<file path="config.mk">
export PLATFORM = sky130hd
export DESIGN_NAME = spse_ctrl
export DESIGN_NICKNAME = d
export VERILOG_FILES = /design/src/hdl/spse_pkg.sv /design/src/hdl/spse_ctrl.sv
export SDC_FILE = /design/constraint.sdc
export NUM_CORES = 1
export LEC_CHECK = 0
export ABC_AREA = 1
export ABC_CLOCK_PERIOD_IN_PS = 1400
export BUFFER_PORTS_ARGS = -buffer_cell sky130_fd_sc_hd__buf_2
export CORE_AREA = 2 2 39 41
export CTS_BUF_LIST = sky130_fd_sc_hd__clkbuf_8
export DETAILED_ROUTE_END_ITERATION = 12
export DIE_AREA = 0 0 41 43
export PLACE_DENSITY = 0.45
export SYNTH_ARGS = -nofsm -noshare
export SYNTH_HDL_FRONTEND = slang
export SYNTH_SLANG_ARGS = --single-unit
</file>
<file path="constraint.sdc">
create_clock -name clk -period 1.4 [get_ports clk]
set_clock_uncertainty 0.05 [all_clocks]
set_input_delay 0.42 -clock clk [delete_from_list [all_inputs] [get_ports clk]]
set_output_delay 0.42 -clock clk [all_outputs]
set_load 0.02 [all_outputs]
</file>
<file path="src/hdl/spse_pkg.sv">
// ----------------------------------------------------------------------------
// spse_pkg
// shared types, field widths and codes of the sparse point set engine
// ----------------------------------------------------------------------------
`timescale 1ns / 1ps

package spse_pkg;

  // default sizes of the stores
  localparam int NUM_POINTS_DEF  = 512;
  localparam int MAX_MEMBERS_DEF = 256;
  localparam int MAX_STONES_DEF  = 512;

  // request and result field widths
  localparam int CMD_W      = 3;
  localparam int POINT_W    = 9;
  localparam int INDEX_W    = 9;
  localparam int MCOUNT_W   = 9;
  localparam int SCOUNT_W   = 10;
  localparam int VALUE_W    = 9;
  localparam int IN_DATA_W  = 24;
  localparam int OUT_DATA_W = 32;

  // command codes
  typedef enum logic [CMD_W-1:0] {
    CMD_CLEAR       = 3'd0,
    CMD_APPEND      = 3'd1,
    CMD_INSERT      = 3'd2,
    CMD_ERASE       = 3'd3,
    CMD_READ_MEMBER = 3'd4,
    CMD_READ_STONE  = 3'd5
  } cmd_t;

  // controller states
  typedef enum logic [2:0] {
    ST_INIT,
    ST_IDLE,
    ST_EXEC,
    ST_LOOKUP,
    ST_FIX,
    ST_CLEAR,
    ST_RESULT
  } state_t;

  // controller to datapath commands
  typedef struct packed {
    logic load;
    logic init_step;
    logic issue;
    logic clr_step;
    logic lookup;
    logic fix;
    logic finish;
  } ctrl_t;

  // datapath to controller status
  typedef struct packed {
    logic init_done;
    logic is_clear;
    logic is_lookup;
    logic clr_done;
    logic need_fix;
    logic out_free;
  } stat_t;

endpackage

</file>
<file path="src/hdl/spse_ctrl.sv">
// ----------------------------------------------------------------------------
// spse_ctrl
// sequencer of the sparse point set engine: one request at a time
// ----------------------------------------------------------------------------
`timescale 1ns / 1ps

module spse_ctrl (
  input  logic             clk,
  input  logic             rst,
  input  logic             s_tvalid,
  output logic             s_tready,
  input  spse_pkg::stat_t  st,
  output spse_pkg::ctrl_t  ctrl
);

  spse_pkg::state_t state;
  spse_pkg::state_t state_next;

  // state register
  always_ff @(posedge clk) begin
    if (rst) begin
      state <= spse_pkg::ST_INIT;
    end else begin
      state <= state_next;
    end
  end

  // next state and commands
  always_comb begin
    state_next = state;
    ctrl       = '0;
    s_tready   = 1'b0;
    unique case (state)
      spse_pkg::ST_INIT: begin
        ctrl.init_step = 1'b1;
        if (st.init_done) begin
          state_next = spse_pkg::ST_IDLE;
        end
      end
      spse_pkg::ST_IDLE: begin
        s_tready = 1'b1;
        if (s_tvalid) begin
          ctrl.load  = 1'b1;
          state_next = spse_pkg::ST_EXEC;
        end
      end
      spse_pkg::ST_EXEC: begin
        ctrl.issue = 1'b1;
        if (st.is_clear) begin
          state_next = spse_pkg::ST_CLEAR;
        end else if (st.is_lookup) begin
          state_next = spse_pkg::ST_LOOKUP;
        end else begin
          state_next = spse_pkg::ST_RESULT;
        end
      end
      spse_pkg::ST_LOOKUP: begin
        ctrl.lookup = 1'b1;
        if (st.need_fix) begin
          state_next = spse_pkg::ST_FIX;
        end else begin
          state_next = spse_pkg::ST_RESULT;
        end
      end
      spse_pkg::ST_FIX: begin
        ctrl.fix   = 1'b1;
        state_next = spse_pkg::ST_RESULT;
      end
      spse_pkg::ST_CLEAR: begin
        ctrl.clr_step = 1'b1;
        if (st.clr_done) begin
          state_next = spse_pkg::ST_RESULT;
        end
      end
      spse_pkg::ST_RESULT: begin
        if (st.out_free) begin
          ctrl.finish = 1'b1;
          state_next  = spse_pkg::ST_IDLE;
        end
      end
      default: begin
        state_next = spse_pkg::ST_INIT;
      end
    endcase
  end

endmodule

</file>
---- Word-level counts from Yosys, hierarchy flattened ----
Index checks and enable logic that the tools add are counted.
word-level totals
  flip-flop bits (word level) ............. 3
  input bits .............................. 9
  word-level logic and storage cells ...... 31
operators by class
  eq/ne operators ......................... 10
  muxes and demuxes ....................... 18
  reductions and logical operators ........ 2
operators with widths
  operator                                                               number
  3-bit one-hot mux with 7 select lines                                  1
  3-bit two-way mux                                                      6
  1-bit two-way mux                                                      10
  3-bit equality test, second input constant                             3
  2-bit inequality test, second input constant                           4
  3-bit by 2-bit equality test with 1-bit output, second input constant  2
  4-bit AND reduction                                                    1
  3-bit by 1-bit equality test with 1-bit output, second input constant  1
  3-bit logical NOT                                                      1
  2-bit two-way mux                                                      1

---- Depth between registers and ports, before layout ----
  word-level depth ........................ 3
  gate-level depth with buffers ........... 9
  gate-level depth less buffers ........... 8

---- Worst setup path after synthesis ----
OpenSTA, ideal clock, no wires.
  path kind ............................... register to output
  start point ............................. register state[0]
  end point ............................... output ctrl[1] (netlist name)
  data arrival time ....................... 922 ps
  slack ................................... 8 ps
  cell stages (with the launch flop) ...... 3
  path through ............................ dfxtp_1 > buf_4 > nor3_1
RTL lines
  item                      RTL line         RTL
  start: declaration        spse_ctrl.sv:16  spse_pkg::state_t state;
  start signal: assignment  spse_ctrl.sv:22  state <= spse_pkg::ST_INIT;
  start signal: assignment  spse_ctrl.sv:24  state <= state_next;
  end: declaration          spse_ctrl.sv:13  output spse_pkg::ctrl_t ctrl

==> out/metrics.yaml <==
synthesis:
  synth_cell_types: 13
  syn_avg_cell_area_sq_um: 5.12
  syn-num-nets: 65
  postSynthCellCount: 56
  ys_ff_latch: 3
  syn_area_sq_um: 287
  yosys_warnings: 0
  ys_seq_area_frac: 0.210
global_route:
  gr-total-overflow: 0
  antenna_found_initial: 0
  grt_use_total: 0.122
  grt_pass1_wl_um: 1470
  grt_max_degree: 9
  first_global_vias: 405
worst_setup_path:
  end_kind: "output pin"
  reg2regPathDepth: 8
  critPathKind: "reg -> out"
  crit_required_ns: 0.93
  path_cells: "inv_4, nand3_4, nor2_4, buf_6"
  cp-start-kind: "flop"
  worst-path-max-fanout: 6
  cp_num_cells: 4
  cpMaxStageDelayCell: "dfxtp_4"
  slowest_delay_ns: 0.37
  crit_arrival_ns: 1.01
  crit_buf_inv: 2
  path_delay_family: "flip-flops"
power:
  switching_share: 0.457
  power_density_nw_per_um2: 2090
  seqPwrFrac: 0.191
  ir_drop_mv: 0.814
  internal_power_uw: 682
  p_comb_frac: 0.616
  p_leak_uw: 0.000316
  switching_power_uw: 573
  clockPowerShare: 0.193
floorplanning:
  die_y_um: 43
  fp.dieW_um: 41
  num_rows: 14
  start_util: 0.207
  core-area_sq_um: 1380
  io_pins: 17
  dieArea_sq_um: 1760
placement:
  place_ws_ns: 0.0192
  hpwl_um: 612
  post_dp_cell_area_sq_um: 387
  place_congestion: 0.679
  post-place-cells: 88
  portBuffers: 16
run_status:
  status: "finished, violations left"
  violations: "negative setup slack"
layout:
  largest_reg_flops: 3
  drive_above_1_share: 0.543
  n_antenna_cell: 0
  stdcell_area_sq_um: 599
  final_cells: 97
  area_growth_pct: 109
  largest_registers: "state x3"
  fillers: 154
  nets: 91
  top_register: "state"
job:
  cap_violations: 0
timing:
  timing.final.crit_period_ns: 1.48
  fin_crit_sh: 1.05
  hold_violations: 0
  finalSetupViolations: 8
  fmax_mhz: 678
  worst_slack_ns: -0.0751
  tightest_slew_ns: 0.173
  drv_slew: 0
  slew-limit-headroom: 0.884
  rsz0062_at_grt: "true"
  hold_ws_ns: 0.412
  fin_setup_tns_ns: -0.285
route:
  wire_per_inst_um: 10.0
  vias: 418
  wl_um: 974
  avgViaCountPerCell: 4.31
  ant_nets: 0
  drc: 0
  firstDrtPassIters: 4
  drtIter0Drc: 2
cts:
  cts-root-buf: "clkbuf_8"
  ctsHtreeMaxLevel: 1
  hold_buffers: 0
  numCtsBuffers: 3
  clkLatencyLatePin_ns: 0.21
  cts_buffer_depth: 2
  clk_pin_slew_ns: 0.03
  cts_sinks: 3
  cts_tree: "built"
worst_hold_path:
  whs_path_depth: 4
  hold_class: "in -> reg"
-- area by class of cell --
cell class	instances	area (sq um)	area share
Tap cell	16	20.0	0.0334
Clock inverter	1	3.75	0.00626
Clock buffer	3	41.3	0.0689
Timing Repair Buffer	22	169	0.282
Sequential cell	3	71.3	0.119
Inverter	12	55.1	0.0919
Multi-Input combinational cell	40	239	0.399
-- cells in the final DEF, fill, tap and decap left out, drive strengths merged --
cell type	netlist	layout
buf	1	22
nor2	18	18
inv	12	13
nand2	11	11
nand3	5	5
clkbuf	0	3
dfxtp	3	3
nor3	2	2
o21ai	2	2
o21bai	1	1
a21oi	1	1
-- cells in the mapped netlist, drive strengths merged --
| cell type | number | area [sq um] |
|---|---|---|
| dfxtp | 3 | 60.1 |
| nand2 | 11 | 43.8 |
| nor3 | 2 | 10.0 |
| a21oi | 1 | 5.00 |
| nand3 | 5 | 25.0 |
| o21ai | 2 | 10.0 |
| buf | 1 | 7.51 |
| inv | 12 | 45.0 |
| nor2 | 18 | 72.6 |
| o21bai | 1 | 7.51 |
-- what timing repair did --
item                       CTS  global route
setup endpoints to repair    8             8
pin swaps                    4             3
setup buffers                2             3
gates resized for setup     31            12
-- worst min-delay path, cell delays in order --
cell	delay, ns
buf_2	0.07
inv_1	0.05
nand2_1	0.06
nor2_1	0.03
-- power groups by stage --
| stage | Sequential, uW | Combinational, uW | Clock (uW) |
|---|---|---|---|
| 2_1_floorplan | 143 | 399 | 0 |
| 3_3_place_gp | 169 | 512 | 0 |
| 3_5_place_dp | 172 | 505 | 0 |
| 4_1_cts | 221 | 667 | 252 |
| 5_1_grt | 250 | 843 | 262 |
| 6_report | 239 | 774 | 242 |
-- worst paths after layout --
path / slack, ns / to / start
setup reg to reg: 0.14 / state[1] / state[0]
hold reg to reg: 0.55 / state[0] / state[0]
setup / recovery: -0.08 / ctrl[6] / state[1]
hold / removal: 0.41 / state[2] / rst
-- kinds of logic after synthesis --
family / count (synthesis) / synth area share
AND/OR/NAND/NOR: 36 / 0.528
buffers and inverters: 13 / 0.183
flip-flops: 3 / 0.210
AO/OA/AOI/OAI: 4 / 0.0786
-- metal layers --
layer  global-route usage  part of all wire
met1                0.122              0.37
met2                0.206              0.56
met3               0.0314             0.064
met4               0.0800            0.0062
met5                    0                 0
-- metrics by stage --
step	power, uW	util
after floorplan	542	-
after global placement	681	0.279
after detailed placement	677	0.279
after CTS	1140	0.385
after global routing	1360	0.433
final	1250	0.433
Power figures use the tool's default switching activity.
